File: src/rtl/msta_pkg.sv
// ----------------------------------------------------------------------------
// msta_pkg - shared types and constants for the Morton swizzle address unit
// Field widths, register indexes, pixel size codes and the config bundle.
// ----------------------------------------------------------------------------
package msta_pkg;

    localparam int COORD_W = 12;  // texel coordinate width
    localparam int INDEX_W = 36;  // element index width
    localparam int PIXEL_W = 64;  // widest pixel
    localparam int LOG2_W  = 4;   // width of a log2 dimension register
    localparam int CFG_IDX_W = 3; // register index width
    localparam int CFG_DATA_W = 4; // register write data width

    // Register indexes
    localparam logic [CFG_IDX_W-1:0] REG_WIDTH_LOG2  = 3'd0;
    localparam logic [CFG_IDX_W-1:0] REG_HEIGHT_LOG2 = 3'd1;
    localparam logic [CFG_IDX_W-1:0] REG_DEPTH_LOG2  = 3'd2;
    localparam logic [CFG_IDX_W-1:0] REG_REVERSE     = 3'd3;
    localparam logic [CFG_IDX_W-1:0] REG_PIXEL_SIZE  = 3'd4;

    // Pixel size codes
    localparam logic [1:0] PIX_8  = 2'd0;
    localparam logic [1:0] PIX_16 = 2'd1;
    localparam logic [1:0] PIX_32 = 2'd2;
    localparam logic [1:0] PIX_64 = 2'd3;

    typedef struct packed {
        logic [LOG2_W-1:0] width_log2;
        logic [LOG2_W-1:0] height_log2;
        logic [LOG2_W-1:0] depth_log2;
        logic              reverse_direction;
        logic [1:0]        pixel_size_code;
    } cfg_t;

endpackage

File: src/rtl/msta_addr_calc.sv
// ----------------------------------------------------------------------------
// msta_addr_calc - linear / Morton index and pixel mask logic
// Pure combinational: one texel request in, source and destination index out.
// ----------------------------------------------------------------------------
module msta_addr_calc #(
    parameter int MAX_DIM_LOG2 = 12
) (
    input  msta_pkg::cfg_t                    cfg,
    input  logic [msta_pkg::COORD_W-1:0]      coord_x,
    input  logic [msta_pkg::COORD_W-1:0]      coord_y,
    input  logic [msta_pkg::COORD_W-1:0]      coord_z,
    input  logic [msta_pkg::PIXEL_W-1:0]      pixel_in,
    output logic [msta_pkg::INDEX_W-1:0]      source_index,
    output logic [msta_pkg::INDEX_W-1:0]      dest_index,
    output logic [msta_pkg::PIXEL_W-1:0]      pixel_out
);

    // Registers are 4 bits wide, so the cap can never exceed 15.
    localparam int DIM_CAP_INT = (MAX_DIM_LOG2 > 15) ? 15 : MAX_DIM_LOG2;
    localparam logic [msta_pkg::LOG2_W-1:0] DIM_CAP = DIM_CAP_INT[msta_pkg::LOG2_W-1:0];
    localparam int LIN_W  = msta_pkg::COORD_W + 2 * DIM_CAP_INT;
    localparam int WORK_W = (LIN_W > msta_pkg::INDEX_W) ? LIN_W : msta_pkg::INDEX_W;
    localparam int OUT_W  = msta_pkg::INDEX_W;

    function automatic logic [WORK_W-1:0] low_mask(input logic [5:0] n);
        return ~({WORK_W{1'b1}} << n);
    endfunction

    // 2D Z-order, x bit below y bit at each level
    function automatic logic [OUT_W-1:0] il2(input logic [WORK_W-1:0] a,
                                             input logic [WORK_W-1:0] b);
        logic [OUT_W-1:0] r;
        r = '0;
        for (int j = 0; j < OUT_W; j++) begin
            if ((j / 2) < MAX_DIM_LOG2) begin
                r[j] = ((j % 2) == 0) ? a[j / 2] : b[j / 2];
            end
        end
        return r;
    endfunction

    // 3D Morton: x at 3i, y at 3i+1, z at 3i+2
    function automatic logic [OUT_W-1:0] il3(input logic [WORK_W-1:0] a,
                                             input logic [WORK_W-1:0] b,
                                             input logic [WORK_W-1:0] c);
        logic [OUT_W-1:0] r;
        r = '0;
        for (int j = 0; j < OUT_W; j++) begin
            if ((j / 3) < MAX_DIM_LOG2 && (j / 3) < 21) begin
                case (j % 3)
                    0:       r[j] = a[j / 3];
                    1:       r[j] = b[j / 3];
                    default: r[j] = c[j / 3];
                endcase
            end
        end
        return r;
    endfunction

    logic [msta_pkg::LOG2_W-1:0] wl, hl, dl, he;
    logic [5:0]        wl6, hl6, dl6, he6, sb;
    logic [WORK_W-1:0] x, y, z, lin, swz, r, m, xs, ys, zs;

    always_comb begin
        wl = (cfg.width_log2  > DIM_CAP) ? DIM_CAP : cfg.width_log2;
        hl = (cfg.height_log2 > DIM_CAP) ? DIM_CAP : cfg.height_log2;
        dl = (cfg.depth_log2  > DIM_CAP) ? DIM_CAP : cfg.depth_log2;
        he = (hl > wl) ? wl : hl;
        wl6 = {2'b00, wl};
        hl6 = {2'b00, hl};
        dl6 = {2'b00, dl};
        he6 = {2'b00, he};

        // coordinates wrap modulo their dimension; z ignored in 2D
        x = {{(WORK_W - msta_pkg::COORD_W){1'b0}}, coord_x} & low_mask(wl6);
        y = {{(WORK_W - msta_pkg::COORD_W){1'b0}}, coord_y} & low_mask(hl6);
        z = (dl == '0) ? '0
            : ({{(WORK_W - msta_pkg::COORD_W){1'b0}}, coord_z} & low_mask(dl6));

        lin = x | (y << wl6) | (z << (wl6 + hl6));

        sb = '0;
        m  = '0;
        r  = '0;
        xs = '0;
        ys = '0;
        zs = '0;
        if (dl == '0) begin
            if (wl <= 4'd1 || hl == '0) begin
                swz = lin;  // narrow or flat: straight copy
            end else if (wl < hl) begin
                // square blocks stacked vertically
                sb  = wl6 + wl6;
                m   = low_mask(sb);
                r   = lin & m;
                swz = (lin & ~m)
                    | {{(WORK_W - OUT_W){1'b0}}, il2(r & low_mask(wl6), r >> wl6)};
            end else begin
                // square blocks side by side
                swz = ((x >> hl6) << (hl6 + hl6))
                    | {{(WORK_W - OUT_W){1'b0}}, il2(x & low_mask(hl6), y)};
            end
        end else begin
            // 3D Morton, slab height capped at the width when height exceeds width
            sb  = wl6 + he6 + dl6;
            m   = low_mask(sb);
            r   = lin & m;
            xs  = r & low_mask(wl6);
            ys  = (r >> wl6) & low_mask(he6);
            zs  = r >> (wl6 + he6);
            swz = (lin & ~m) | ({{(WORK_W - OUT_W){1'b0}}, il3(xs, ys, zs)} & m);
        end
    end

    assign source_index = cfg.reverse_direction ? swz[OUT_W-1:0] : lin[OUT_W-1:0];
    assign dest_index   = cfg.reverse_direction ? lin[OUT_W-1:0] : swz[OUT_W-1:0];

    always_comb begin
        case (cfg.pixel_size_code)
            msta_pkg::PIX_8:  pixel_out = {56'd0, pixel_in[7:0]};
            msta_pkg::PIX_16: pixel_out = {48'd0, pixel_in[15:0]};
            msta_pkg::PIX_32: pixel_out = {32'd0, pixel_in[31:0]};
            msta_pkg::PIX_64: pixel_out = pixel_in;
            default:          pixel_out = pixel_in;
        endcase
    end

endmodule

File: src/rtl/morton_texture_swizzle_address_unit.sv
// ----------------------------------------------------------------------------
// morton_texture_swizzle_address_unit - texel address swizzler
// Maps a texel coordinate to linear and Z-order / Morton element indices.
// ----------------------------------------------------------------------------
// Usage:
//   Input channel (s_*): one request per texel: coordinate x/y/z and the pixel
//   the copy engine fetched from the previous source index. Result channel
//   (m_*): source and destination element index plus the pixel masked to
//   the configured pixel width. Exactly one result per request, in order.
//   Config channel (cfg_*): index 0..4 = width_log2, height_log2, depth_log2,
//   reverse_direction, pixel_size_code. Always ready; unknown indexes are
//   dropped. Write only while no request is in flight.
//   Path: input register, then address logic into the result register.
//   Throughput: one request per cycle while m_ready is high; the path is bit
//   interleave, shifts and masking between the two register stages.
//   Stall: when m_ready is low the result register holds and the input
//   register fills; s_ready drops only when both stages are occupied.
//   Reset (aresetn low, synchronous): pipeline emptied, config cleared to 0.
// ----------------------------------------------------------------------------
module morton_texture_swizzle_address_unit #(
    parameter int MAX_DIM_LOG2 = 12
) (
    input  logic                                aclk,
    input  logic                                aresetn,
    // configuration writes
    input  logic                                cfg_valid,
    output logic                                cfg_ready,
    input  logic [msta_pkg::CFG_IDX_W-1:0]      cfg_index,
    input  logic [msta_pkg::CFG_DATA_W-1:0]     cfg_data,
    // texel requests
    input  logic                                s_valid,
    output logic                                s_ready,
    input  logic [msta_pkg::COORD_W-1:0]        s_coord_x,
    input  logic [msta_pkg::COORD_W-1:0]        s_coord_y,
    input  logic [msta_pkg::COORD_W-1:0]        s_coord_z,
    input  logic [msta_pkg::PIXEL_W-1:0]        s_pixel_in,
    // results
    output logic                                m_valid,
    input  logic                                m_ready,
    output logic [msta_pkg::INDEX_W-1:0]        m_source_index,
    output logic [msta_pkg::INDEX_W-1:0]        m_dest_index,
    output logic [msta_pkg::PIXEL_W-1:0]        m_pixel_out
);

    msta_pkg::cfg_t cfg_reg;

    // input stage
    logic                           in_valid_reg;
    logic [msta_pkg::COORD_W-1:0]   x_reg, y_reg, z_reg;
    logic [msta_pkg::PIXEL_W-1:0]   pixel_reg;

    // result stage
    logic                           out_valid_reg;
    logic [msta_pkg::INDEX_W-1:0]   src_reg, dst_reg;
    logic [msta_pkg::PIXEL_W-1:0]   pix_out_reg;

    logic [msta_pkg::INDEX_W-1:0]   src_next, dst_next;
    logic [msta_pkg::PIXEL_W-1:0]   pix_out_next;

    logic out_free;  // result register can take a new entry
    logic advance;   // input stage moves into result stage
    logic s_fire;

    assign cfg_ready = 1'b1;

    assign out_free = !out_valid_reg || m_ready;
    assign advance  = in_valid_reg && out_free;
    assign s_ready  = !in_valid_reg || out_free;
    assign s_fire   = s_valid && s_ready;

    // config registers
    always_ff @(posedge aclk) begin
        if (!aresetn) begin
            cfg_reg <= '0;
        end else if (cfg_valid && cfg_ready) begin
            case (cfg_index)
                msta_pkg::REG_WIDTH_LOG2:  cfg_reg.width_log2        <= cfg_data;
                msta_pkg::REG_HEIGHT_LOG2: cfg_reg.height_log2       <= cfg_data;
                msta_pkg::REG_DEPTH_LOG2:  cfg_reg.depth_log2        <= cfg_data;
                msta_pkg::REG_REVERSE:     cfg_reg.reverse_direction <= cfg_data[0];
                msta_pkg::REG_PIXEL_SIZE:  cfg_reg.pixel_size_code   <= cfg_data[1:0];
                default: ;
            endcase
        end
    end

    // input register
    always_ff @(posedge aclk) begin
        if (!aresetn) begin
            in_valid_reg <= 1'b0;
        end else if (s_ready) begin
            in_valid_reg <= s_valid;
        end
    end

    always_ff @(posedge aclk) begin
        if (s_fire) begin
            x_reg     <= s_coord_x;
            y_reg     <= s_coord_y;
            z_reg     <= s_coord_z;
            pixel_reg <= s_pixel_in;
        end
    end

    msta_addr_calc #(
        .MAX_DIM_LOG2 (MAX_DIM_LOG2)
    ) u_calc (
        .cfg          (cfg_reg),
        .coord_x      (x_reg),
        .coord_y      (y_reg),
        .coord_z      (z_reg),
        .pixel_in     (pixel_reg),
        .source_index (src_next),
        .dest_index   (dst_next),
        .pixel_out    (pix_out_next)
    );

    // result register
    always_ff @(posedge aclk) begin
        if (!aresetn) begin
            out_valid_reg <= 1'b0;
        end else if (out_free) begin
            out_valid_reg <= in_valid_reg;
        end
    end

    always_ff @(posedge aclk) begin
        if (advance) begin
            src_reg     <= src_next;
            dst_reg     <= dst_next;
            pix_out_reg <= pix_out_next;
        end
    end

    assign m_valid        = out_valid_reg;
    assign m_source_index = src_reg;
    assign m_dest_index   = dst_reg;
    assign m_pixel_out    = pix_out_reg;

endmodule
File: config.mk
export PLATFORM = sky130hd
export DESIGN_NAME = morton_texture_swizzle_address_unit
export DESIGN_NICKNAME = d
export VERILOG_FILES = /design/src/rtl/msta_pkg.sv /design/src/rtl/msta_addr_calc.sv /design/src/rtl/morton_texture_swizzle_address_unit.sv
export SDC_FILE = /design/constraint.sdc
export NUM_CORES = 1
export LEC_CHECK = 0
export ABC_AREA = 0
export BUFFER_PORTS_ARGS = -buffer_cell sky130_fd_sc_hd__buf_2
export CAP_MARGIN = 20
export CORE_UTILIZATION = 40
export DETAILED_ROUTE_END_ITERATION = 7
export GPL_TIMING_DRIVEN = 0
export PLACE_DENSITY = 0.64
export SLEW_MARGIN = 20
export SYNTH_ARGS = -nofsm -noshare
export SYNTH_HDL_FRONTEND = slang
export SYNTH_SLANG_ARGS = --single-unit
export TNS_END_PERCENT = 1
File: constraint.sdc
create_clock -name aclk -period 16 [get_ports aclk]
set_input_delay 0.8 -clock aclk [delete_from_list [all_inputs] [get_ports aclk]]
set_output_delay 0.8 -clock aclk [all_outputs]
set_load 0.05 [all_outputs]
==> impl_summary.txt, run 1 <==
----------------------------------------------------
[Run status]
  Outcome ... finished clean

[Worst setup path]
  Critical path launch point type ... register
  Worst path arrival time ... 15.00 ns
  Register-to-register path setup slack ... 1.43 ns
  Endpoint kind of the worst setup timing path ... register
  Logic depth of the worst path, buffers included ... 31
  Length in cells of the worst reg-to-reg path ... 31
  Worst path top cell family by delay ... buffers and inverters
  Reg-to-reg critical path startpoint ... cfg_reg[14]
  Critical-path maximum fanout ... 10
  Category of the critical setup timing path ... register to register
  Worst reg2reg endpoint ... m_source_index[20]
  CP peak stage delay ... 0.87 ns
  Critical path destination ... m_source_index[20]
  Critical Path Start ... cfg_reg[14]
  WP data required ... 16.43 ns
  Library cell contributing the largest single delay on the critical path ... a21oi_1
  Cell repeated most along the worst path ... clkbuf_1
  Buffering stage count on the worst path with inverters included ... 14

[Clock tree]
  Number of clock sinks ... 253
  Clock transition at the register clock pins on the worst setup and hold paths after CTS ... 0.07 ns
  Count of cells resized by post-cts repair ... 0
  Post-CTS Hold Fix Bufs ... 0
  Longest Clk Path Bufs ... 3
  Worst skew pair latency ... 0.60 ns
  Number of CTS-inserted buffers ... 26
  Master cell of the clock root buffer ... clkbuf_16
  Setup fix buffers added after clock tree synthesis ... 0
  Deepest level of the CTS H-tree ... 1
  TritonCTS clock tree ... yes

[Timing]
  Tightest slew margin relative to the limit ... 19.1%
  Setup ws final ... 1.43 ns
  Unrepaired setup endpoints after global routing ... no
  Total Negative Setup Slacks ... 0 ns
  Final Hold Violating Endpoints ... 0
  Max Clk Rate ... 68.6 MHz
  Clock tree skew after final layout ... 0.0352 ns
  Worst Max-Slew Pin Slew ... 1.21 ns
  Clock period minus final worst setup slack ... 14.57 ns
  Setup violators final ... 0
  Final number of max-transition violations ... 0
  Crit share post-route ... 91.1%

[Layout]
  Synth-to-layout area growth ... 16.9%
  Total inserted antenna cells ... 0
  Share of cells above drive strength 1 ... 19.3%
  Share of the core filled with cells ... 47.3%
  Cell area after layout ... 22000 um2
  Final net count ... 2456

[Detailed routing]
  Average via count per standard cell ... 6.99
  Number of DRC markers in iteration 0 ... 3103
  First-pass iteration count of the detailed router ... 5
  Total wirelength of the detailed-routed design ... 101000 um
  Remaining routing DRC violations ... 0
  Total number of vias ... 20.6k
  Number of routed nets with antenna violations ... 0
  Average routed wire per standard cell ... 34.3 um

[Logic synthesis]
  Yosys cell types ... 92
  Async set-or-reset flop fraction in the synthesized netlist ... 0%
  Part of the Yosys area used for sequential elements ... 39.5%
  Library cell with the largest summed area after synthesis ... edfxtp_1
  Portion of synthesized cell area occupied by the leading cell type ... 37.7%
  Most instantiated library cell after synthesis ... edfxtp_1
  YS warnings ... 0
  Mean post-synth cell area ... 9.25 um2
  Top post-synthesis cells by count ... 236 x edfxtp_1, 166 x nor2_1, 159 x nand2_1
  Total of flip-flops plus latches after synthesis ... 253
  Area of the mapped netlist ... 18800 um2
  Synth Flop Type ... edfxtp_1
  Number of enable-type register cells in the synthesized netlist ... 236
  Synth Instances ... 2031
  Synth top area cells ... edfxtp_1 38%, mux4_2 3.8%, a21oi_1 3.8%, nor2_1 3.3%, mux2i_1 3.3%
  Number of nets produced by synthesis ... 2159

[Pwr]
  Peak ir drop on the vdd network ... 0.147 mV
  Cell area power density ... 74.7 nW/um2
  Static Leakage ... 7.93 nW

[GRT]
  GRT Util Overall ... 41.5%
  Via count of the first global-routing pass ... 19.2k
  Number of antenna violations at the first check in global routing ... 3
  Largest net degree at the start of global routing ... 52
  First-pass GRT wire length ... 141000 um
  GRT Residual Overflow ... 0

[Die]
  Std cell rows ... 79
  Initial core utilization ... 40.4%
  Width of the die ... 219 um
  Overall die area ... 47800 um2
  Die outline height ... 219 um
  Number of top-level design ports ... 251
  Core area ... 46500 um2

[Hold path]
  Hold Crit Depth ... 1
  HP Class ... input pin to register

[Place]
  Last weighted congestion value of the routability-driven placer ... 1.12
  Worst setup slack after placement ... 2.35 ns
  Placed Instance Area ... 21100 um2
  HPWL after detailed placement ... 79000 um
  Number of port buffers ... 249

[Job]
  Max-cap viol count ... 0

----------------------------------------------------
==> metrics by stage <==
step                hold WS (ns)  instances  total power [W]
finish                     0.375       2954          0.00164
global placement           0.401       2887          0.00106
global route               0.373       2954          0.00168
floorplan                  0.400       2031         0.000952
CTS                        0.363       2953          0.00164
detailed placement         0.409       2906          0.00106
==> worst reg2reg max path: cells and delay by family (launching register included) <==
| family | cells | cell delay (ns) |
|---|---|---|
| AOI/OAI and AO/OA | 8 | 3.82 |
| xor gates and xnor gates | 2 | 0.92 |
| adders and majority gates | 3 | 1.15 |
| buffers and inverters | 14 | 6.12 |
| DFF | 1 | 0.30 |
| and+or+nand+nor | 4 | 2.12 |
==> worst min-delay path by stage <==
stage	slack, ns	from	end
6_report	0.38	s_coord_y[6]	y_reg[6]
5_1_grt	0.37	s_coord_z[4]	z_reg[4]
4_1_cts	0.36	s_coord_y[4]	y_reg[4]
3_5_place_dp	0.41	pixel_reg[7]	m_pixel_out[7]
3_3_place_gp	0.40	pixel_reg[7]	m_pixel_out[7]
2_1_floorplan	0.40	pixel_reg[0]	m_pixel_out[0]
==> layout by cell type, fill, tap and decap left out, types with 16 or more instances in the layout <==
master / instances
edfxtp_1: 236
o21a_1: 20
a211oi_1: 42
clkbuf_16: 26
buf_2: 273
o211ai_1: 44
o22ai_1: 32
a22oi_1: 17
and2_1: 42
a21o_1: 21
inv_1: 34
o2bb2ai_1: 16
clkbuf_1: 148
o221ai_1: 19
dfxtp_1: 17
mux4_2: 32
nor3_1: 44
a31oi_1: 37
nand2_1: 159
nand4_1: 22
buf_1: 18
nor4_1: 17
a221oi_1: 19
o21ai_0: 115
nor2b_1: 32
mux2i_1: 61
and3_1: 51
a21oi_1: 141
nand3_1: 67
o31ai_1: 24
nor2_1: 166
mux2_2: 32
==> metal layers <==
metal	global-route usage (%)	part of all wire [%]
met1	52.7	38
met3	8.82	11
met4	24.7	7.5
met2	64.8	44
met5	0	0.028
==> cell families after synthesis <==
logic type	after synthesis	share of synthesized area, %
fa+ha+maj	19	1.31
xor+xnor	6	0.280
flops	253	39.5
mux	126	9.13
simple gates	663	17.3
compound gates	741	27.7
buf+inv	222	4.74
other cells	1	0.0200
==> where the power goes <==
part / leakage (nW) / total, W / switching, W / internal [W]
clock network: 0.396 / 0.000582 / 0.000262 / 0.000320
registers: 2.43 / 0.000769 / 0.0000115 / 0.000757
logic: 5.11 / 0.000290 / 0.000218 / 0.0000720
total: 7.93 / 0.00164 / 0.000492 / 0.00115
==> final cells by class <==
type | count | area (um2)
Fill cell | 4504 | 24500
Multi-Input combinational cell | 1556 | 10600
Sequential cell | 253 | 7430
Timing Repair Buffer | 269 | 1480
Tap cell | 607 | 759
Buffer | 185 | 751
Clock buffer | 32 | 683
Inverter | 37 | 139
Clock inverter | 15 | 118
Power figures use the tool's default switching activity.
==> run 2, diff against run 1 <==
Settings changed: CORE_MARGIN set to 1.5, GPL_TIMING_DRIVEN 0 to 1.
==> impl_summary.txt, run 2 (synthesis results as in run 1) <==
----------------------------------------------------
[Clock tree]
  Number of CTS-inserted buffers ... 28 (was 26)
  Number of clock sinks ... 253 (unchanged)
  TritonCTS clock tree ... yes (unchanged)
  Count of cells resized by post-cts repair ... 0 (unchanged)
  Clock transition at the register clock pins on the worst setup and hold paths after CTS ... 0.06 ns (was 0.07 ns)
  Setup fix buffers added after clock tree synthesis ... 0 (unchanged)
  Post-CTS Hold Fix Bufs ... 0 (unchanged)
  Master cell of the clock root buffer ... clkbuf_16 (unchanged)
  Deepest level of the CTS H-tree ... 1 (unchanged)
  Longest Clk Path Bufs ... 3 (unchanged)
  Worst skew pair latency ... 0.60 ns (about the same)

[Timing]
  Setup violators final ... 0 (unchanged)
  Tightest slew margin relative to the limit ... 17.0% (was 19.1%)
  Tightest hold margin ... 0.374 ns (was 0.375 ns)
  Final number of max-transition violations ... 0 (unchanged)
  Worst Max-Slew Pin Slew ... 1.24 ns (was 1.21 ns)
  Clock period minus final worst setup slack ... 9.76 ns (was 14.57 ns)
  Total Negative Setup Slacks ... 0 ns (unchanged)
  Unrepaired setup endpoints after global routing ... no (unchanged)
  Clock tree skew after final layout ... 0.0156 ns (was 0.0352 ns)
  Crit share post-route ... 61.0% (was 91.1%)
  Final Hold Violating Endpoints ... 0 (unchanged)
  Max Clk Rate ... 102 MHz (was 68.6 MHz)

[Die]
  Overall die area ... 48300 um2 (was 47800 um2)
  Std cell rows ... 79 (unchanged)
  Width of the die ... 220 um (was 219 um)
  Die outline height ... 220 um (was 219 um)
  Core area ... 46500 um2 (unchanged)
  Initial core utilization ... 40.4% (unchanged)
  Number of top-level design ports ... 251 (unchanged)

[Worst setup path]
  CP peak stage delay ... 0.97 ns (was 0.87 ns)
  Worst reg2reg endpoint ... m_source_index[5] (was m_source_index[20])
  Worst path arrival time ... 10.19 ns (was 15.00 ns)
  Critical-path maximum fanout ... 66 (was 10)
  Endpoint kind of the worst setup timing path ... register (unchanged)
  WP data required ... 16.43 ns (about the same)
  Length in cells of the worst reg-to-reg path ... 26 (was 31)
  Critical path launch point type ... register (unchanged)
  Library cell contributing the largest single delay on the critical path ... a2111oi_0 (was a21oi_1)
  Register-to-register path setup slack ... 6.24 ns (was 1.43 ns)
  Category of the critical setup timing path ... register to register (unchanged)
  Reg-to-reg critical path startpoint ... cfg_reg[14] (unchanged)

[GRT]
  Via count of the first global-routing pass ... 18.2k (was 19.2k)
  GRT Util Overall ... 35.8% (was 41.5%)
  GRT Residual Overflow ... 0 (unchanged)
  Largest net degree at the start of global routing ... 76 (was 52)
  First-pass GRT wire length ... 126000 um (was 141000 um)
  Number of antenna violations at the first check in global routing ... 6 (was 3)

[Layout]
  FILL cells ... 4509 (was 4504)
  Post-layout instance count excluding filler cells ... 2829 (was 2954)
  Share of cells above drive strength 1 ... 21.8% (was 19.3%)
  Final net count ... 2327 (was 2456)
  Leading cell type in the layout, fill and taps excluded ... buf_2 (unchanged)
  Leading cell types in the layout, fill and taps excluded ... 249 x buf_2, 236 x edfxtp_1, 166 x nor2_1, 159 x nand2_1, 140 x a21oi_1 (was 273 x buf_2, 236 x edfxtp_1, 166 x nor2_1, 159 x nand2_1, 148 x clkbuf_1)
  Share of the core filled with cells ... 46.5% (was 47.3%)
  Synth-to-layout area growth ... 14.9% (was 16.9%)

[Place]
  HPWL after detailed placement ... 65200 um (was 79000 um)
  Number of port buffers ... 249 (unchanged)
  Last weighted congestion value of the routability-driven placer ... 1.08 (was 1.12)
  Placed cell count ... 2776 (was 2906)

[Pwr]
  Sum of internal, switching and leakage power ... 0.00167 W (was 0.00164 W)
  Peak ir drop on the vdd network ... 0.110 mV (was 0.147 mV)
  Portion of total power attributed to combinational logic ... 15.9% (was 17.7%)
  Relative contribution of the clock network to total power ... 38.0% (was 35.5%)
  Static Leakage ... 7.90 nW (was 7.93 nW)
  Cell area power density ... 77.5 nW/um2 (was 74.7 nW/um2)
  Switching share of power ... 28.9% (was 30.0%)
  Internal power ... 0.00119 W (was 0.00115 W)
  Fraction of power consumed by sequential logic ... 46.0% (was 46.9%)
  Switching power summed over all nets ... 0.000483 W (was 0.000492 W)

[Detailed routing]
  Total wirelength of the detailed-routed design ... 88200 um (was 101000 um)
  Total number of vias ... 19.6k (was 20.6k)
  Average routed wire per standard cell ... 31.2 um (was 34.3 um)
  Remaining routing DRC violations ... 0 (unchanged)
  Number of routed nets with antenna violations ... 0 (unchanged)
  Number of DRC markers in iteration 0 ... 2466 (was 3103)
  Average via count per standard cell ... 6.93 (was 6.99)
  First-pass iteration count of the detailed router ... 7 (was 5)

[Job]
  Max-cap viol count ... 0 (unchanged)

[Hold path]
  HP Start ... s_pixel_in[45] (was s_coord_y[6])
  Hold Crit Depth ... 1 (unchanged)
  HP Class ... input pin to register (unchanged)
  Endpoint of the worst hold path ... pixel_reg[45] (was y_reg[6])

[Run status]
  Outcome ... finished clean (unchanged)

----------------------------------------------------
run 2: cell types whose count changed in the layout (fill, tap and decap cells not counted), sizes merged:
cell / change
buf: +13
bufinv: +1
clkbuf: -140
clkdlybuf4s15: -1
clkinv: -1
clkinvlp: +1
diode: +1
inv: +1
run 2: how the worst max path moves through the flow:
stage,startpoint,slack (ns),depth (start not counted),endpoint
CTS,cfg_reg[14],6.60,26,m_source_index[5]
finish,cfg_reg[14],6.24,26,m_source_index[5]
detailed placement,cfg_reg[14],6.57,26,m_source_index[5]
global route,cfg_reg[14],6.05,26,m_dest_index[5]
global placement,cfg_reg[14],6.60,26,m_source_index[5]
floorplan,cfg_reg[14],7.39,34,m_dest_index[2]
run 2: per-layer routing:
layer / share of wire [%] / GRT usage, % / vias to the layer above
li1: - / - / 8359
met1: 39 / 45.9 / 9454
met2: 43 / 54.8 / 1425
met3: 11 / 8.12 / 346
met4: 7.3 / 21.8 / 8
met5: 0.061 / 0 / -
run 2: per-stage QoR:
| step | worst slack [ns] | cell area, um2 |
|---|---|---|
| 2_1_floorplan | 7.39 | 18800 |
| 3_3_place_gp | 6.60 | 20600 |
| 3_5_place_dp | 6.57 | 20700 |
| 4_1_cts | 6.60 | 21600 |
| 5_1_grt | 6.05 | 21600 |
| 6_report | 6.24 | 21600 |
run 2: cell type report:
| type | count | area [um2] | share of cell area, % |
|---|---|---|---|
| clock buffer | 35 | 747 | 3.46 |
| multi-input combinational | 1556 | 10500 | 48.9 |
| clock inverter | 17 | 158 | 0.730 |
| timing repair buffer | 323 | 1800 | 8.35 |
| inverter | 37 | 139 | 0.643 |
| antenna | 1 | 2.50 | 0.0116 |
| sequential | 253 | 7430 | 34.4 |
| tap | 607 | 759 | 3.52 |
run 2: worst max-delay path, delay by kind of cell (launching register included):
family / cells / cell delay (ns)
AOI/OAI and AO/OA: 9 / 3.65
buffers and inverters: 6 / 1.94
adders and majority gates: 5 / 1.50
and+or+nand+nor: 4 / 1.41
muxes: 1 / 0.51
DFF: 1 / 0.32
xor gates and xnor gates: 1 / 0.16
run 2: power groups by stage:
stage	clock, W	sequential, W	combinational (W)
global placement	0	0.000782	0.000260
CTS	0.000647	0.000770	0.000260
finish	0.000637	0.000770	0.000267
floorplan	0	0.000836	0.000116
detailed placement	0	0.000783	0.000260
global route	0.000673	0.000772	0.000278
==> run 3, diff against run 2 <==
Settings changed: ABC_AREA 0 to 1, PLACE_DENSITY 0.64 to 0.66.
Clock period 16 ns to 8.7 ns, I/O delays scaled along.
==> impl_summary.txt, run 3 <==
----------------------------------------------------
[Hold path]
  HP Class ... input pin to register (unchanged)
  HP Start ... s_coord_x[3] (was s_pixel_in[45])

[Detailed routing]
  Average routed wire per standard cell ... 23.6 um (was 31.2 um)
  Average via count per standard cell ... 5.84 (was 6.93)
  Total wirelength of the detailed-routed design ... 78500 um (was 88200 um)
  First-pass iteration count of the detailed router ... 6 (was 7)
  Number of routed nets with antenna violations ... 0 (unchanged)
  Number of DRC markers in iteration 0 ... 2391 (was 2466)
  Total number of vias ... 19.4k (was 19.6k)
  Remaining routing DRC violations ... 0 (unchanged)

[GRT]
  Largest net degree at the start of global routing ... 74 (was 76)
  GRT Residual Overflow ... 0 (unchanged)
  Via count of the first global-routing pass ... 18.1k (was 18.2k)
  GRT Util Overall ... 33.0% (was 35.8%)
  First-pass GRT wire length ... 116000 um (was 126000 um)
  Number of antenna violations at the first check in global routing ... 3 (was 6)

[Worst setup path]
  Critical Path Start ... cfg_reg[8] (was cfg_reg[14])
  WP data required ... 9.14 ns (was 16.43 ns)
  Category of the critical setup timing path ... register to register (unchanged)
  Endpoint kind of the worst setup timing path ... register (unchanged)
  Worst path arrival time ... 7.44 ns (was 10.19 ns)
  Library cell contributing the largest single delay on the critical path ... o21ai_0 (was a2111oi_0)
  CP peak stage delay ... 0.78 ns (was 0.97 ns)
  Cell repeated most along the worst path ... nand2_1
  Reg-to-reg critical path startpoint ... cfg_reg[8] (was cfg_reg[14])
  Critical path launch point type ... register (unchanged)
  Worst path top cell family by delay ... compound AO/OA/AOI/OAI gates (unchanged)
  Buffering stage count on the worst path with inverters included ... 6 (unchanged)
  Critical-path maximum fanout ... 24 (was 66)

[Logic synthesis]
  Async set-or-reset flop fraction in the synthesized netlist ... 0% (unchanged)
  YS warnings ... 0 (unchanged)
  Area of the mapped netlist ... 18100 um2 (was 18800 um2)
  Synth Instances ... 2537 (was 2031)
  Fraction of synthesized area in multiplexers ... 0.111% (was 9.13%)
  Adder-cell share of the synthesized area ... 1.19% (was 1.31%)
  Number of nets produced by synthesis ... 2665 (was 2159)
  Portion of synthesized cell area occupied by the leading cell type ... 39.2% (was 37.7%)
  Post-synthesis share of cell area spent on xor and xnor gates ... 0.145% (was 0.280%)
  Largest family of logic cells by synthesized area ... simple AND/OR/NAND/NOR gates (was compound AO/OA/AOI/OAI gates)
  Mean post-synth cell area ... 7.12 um2 (was 9.25 um2)
  Most instantiated library cell after synthesis ... nand2_1 (was edfxtp_1)
  Synth top area cells ... edfxtp_1 39%, nand2_1 16%, nand3_1 15%, inv_1 4.4%, nor2_1 3.1% (was edfxtp_1 38%, mux4_2 3.8%, a21oi_1 3.8%, nor2_1 3.3%, mux2i_1 3.3%)
  Part of the Yosys area used for sequential elements ... 41.1% (was 39.5%)
  Synth Flop Type ... edfxtp_1 (unchanged)
  Compound-cell area share of the yosys netlist ... 10.9% (was 27.7%)
  Simple logic cell fraction of the synthesized area ... 38.0% (was 17.3%)
  Top post-synthesis cells by count ... 753 x nand2_1, 525 x nand3_1, 236 x edfxtp_1 (was 236 x edfxtp_1, 166 x nor2_1, 159 x nand2_1)
  Number of enable-type register cells in the synthesized netlist ... 236 (unchanged)
  Library cell with the largest summed area after synthesis ... edfxtp_1 (unchanged)
  Total of flip-flops plus latches after synthesis ... 253 (unchanged)
  Yosys cell types ... 62 (was 92)

[Clock tree]
  TritonCTS clock tree ... yes (unchanged)
  Clock transition at the register clock pins on the worst setup and hold paths after CTS ... 0.06 ns (about the same)
  Post-CTS Hold Fix Bufs ... 0 (unchanged)
  Number of CTS-inserted buffers ... 27 (was 28)
  Worst skew pair latency ... 0.59 ns (was 0.60 ns)
  Deepest level of the CTS H-tree ... 1 (unchanged)
  Count of cells resized by post-cts repair ... 0 (unchanged)
  Longest Clk Path Bufs ... 3 (unchanged)
  Master cell of the clock root buffer ... clkbuf_16 (unchanged)
  Setup fix buffers added after clock tree synthesis ... 0 (unchanged)
  Number of clock sinks ... 253 (unchanged)

[Layout]
  FILL cells ... 4558 (was 4509)
  Cell area after layout ... 20600 um2 (was 21600 um2)
  Synth-to-layout area growth ... 14.0% (was 14.9%)
  Final net count ... 2842 (was 2327)
  Share of cells above drive strength 1 ... 16.0% (was 21.8%)
  Leading cell types in the layout, fill and taps excluded ... 753 x nand2_1, 524 x nand3_1, 249 x buf_2, 236 x edfxtp_1, 212 x inv_1 (was 249 x buf_2, 236 x edfxtp_1, 166 x nor2_1, 159 x nand2_1, 140 x a21oi_1)
  Total inserted antenna cells ... 0 (was 1)
  Leading cell type in the layout, fill and taps excluded ... nand2_1 (was buf_2)

[Timing]
  Setup ws final ... 1.70 ns (was 6.24 ns)
  Setup violators final ... 0 (unchanged)
  Tightest slew margin relative to the limit ... 33.9% (was 17.0%)
  Total Negative Setup Slacks ... 0 ns (unchanged)
  Clock period minus final worst setup slack ... 7.00 ns (was 9.76 ns)
  Crit share post-route ... 80.5% (was 61.0%)
  Final number of max-transition violations ... 0 (unchanged)
  Max Clk Rate ... 143 MHz (was 102 MHz)
  Final Hold Violating Endpoints ... 0 (unchanged)
  Clock tree skew after final layout ... 0.0274 ns (was 0.0156 ns)
  Worst Max-Slew Pin Slew ... 0.981 ns (was 1.24 ns)
  Unrepaired setup endpoints after global routing ... no (unchanged)

[Pwr]
  Static Leakage ... 9.50 nW (was 7.90 nW)
  Peak ir drop on the vdd network ... 0.170 mV (was 0.110 mV)
  Cell area power density ... 165 nW/um2 (was 77.5 nW/um2)

[Place]
  Number of port buffers ... 249 (unchanged)
  Placed Instance Area ... 19800 um2 (was 20700 um2)
  HPWL after detailed placement ... 59800 um (was 65200 um)
  Worst setup slack after placement ... 1.94 ns (was 6.57 ns)
  Last weighted congestion value of the routability-driven placer ... 1.07 (was 1.08)

[Die]
  Core area ... 44400 um2 (was 46500 um2)
  Std cell rows ... 77 (was 79)
  Overall die area ... 46500 um2 (was 48300 um2)
  Number of top-level design ports ... 251 (unchanged)
  Width of the die ... 216 um (was 220 um)
  Die outline height ... 216 um (was 220 um)
  Initial core utilization ... 40.7% (was 40.4%)

[Run status]
  Outcome ... finished clean (unchanged)

[Job]
  Max-cap viol count ... 0 (unchanged)

----------------------------------------------------
## run 3: changes by cell type after synthesis, moves of 37 or more
cell and delta:
inv_1 +180, and2_1 -37, a211oi_1 -41, nand3_1 +458, o21ai_1 +60, a21oi_1 -69
nor3_1 -40, nand2_1 +594, clkbuf_1 -72, mux2i_1 -59, and3_1 -49
## run 3: logic make-up (layout without fill, tap and decap cells)
logic type	after synthesis	in the layout
other cells	1	1
mux	2	2
fa+ha+maj	16	16
flops	253	253
simple gates	1548	1548
buf+inv	379	577
xor+xnor	3	3
compound gates	335	335
## run 3: path summary, 6_finish.rpt
path | cells past startpoint | endpoint | slack, ns
setup / recovery | 31 | m_dest_index[31] | 1.70
setup reg to reg | 31 | m_dest_index[31] | 1.70
hold reg to reg | 0 | m_pixel_out[6] | 0.42
hold / removal | 1 | x_reg[3] | 0.03
## run 3: area by class of cell
class                   count  area, um2  share of cell area (%)
multi-input cells        1905       9120                    44.3
flip-flops and latches    253       7430                    36.1
repair buffers            286       1550                    7.53
inverters                 241        911                    4.42
clock buffers              41        768                    3.73
well taps                 592        741                    3.60
clock inverters             9       78.8                   0.383
## run 3: stage by stage
stage | hold slack [ns] | power, W | instances | util (%)
floorplan | 0.400 | 0.00201 | 2537 | -
global placement | 0.401 | 0.00230 | 3275 | 44.4
detailed placement | 0.405 | 0.00230 | 3277 | 44.5
CTS | 0.0100 | 0.00340 | 3327 | 46.4
global route | 0.0169 | 0.00352 | 3327 | 46.4
finish | 0.0291 | 0.00340 | 3327 | 46.4
## run 3: report_power, final
group          internal, W  switching [W]  total [W]
logic             0.000196       0.000664   0.000861
clock network     0.000618       0.000487    0.00110
registers          0.00141      0.0000252    0.00143
## run 3: metal layers
metal	vias up	global-route usage, %	routed length (um)
met2	1218	51.5	34600
li1	8959	-	-
met3	198	7.53	8920
met5	-	0	34
met4	6	14.0	3750
met1	9034	44.0	31200
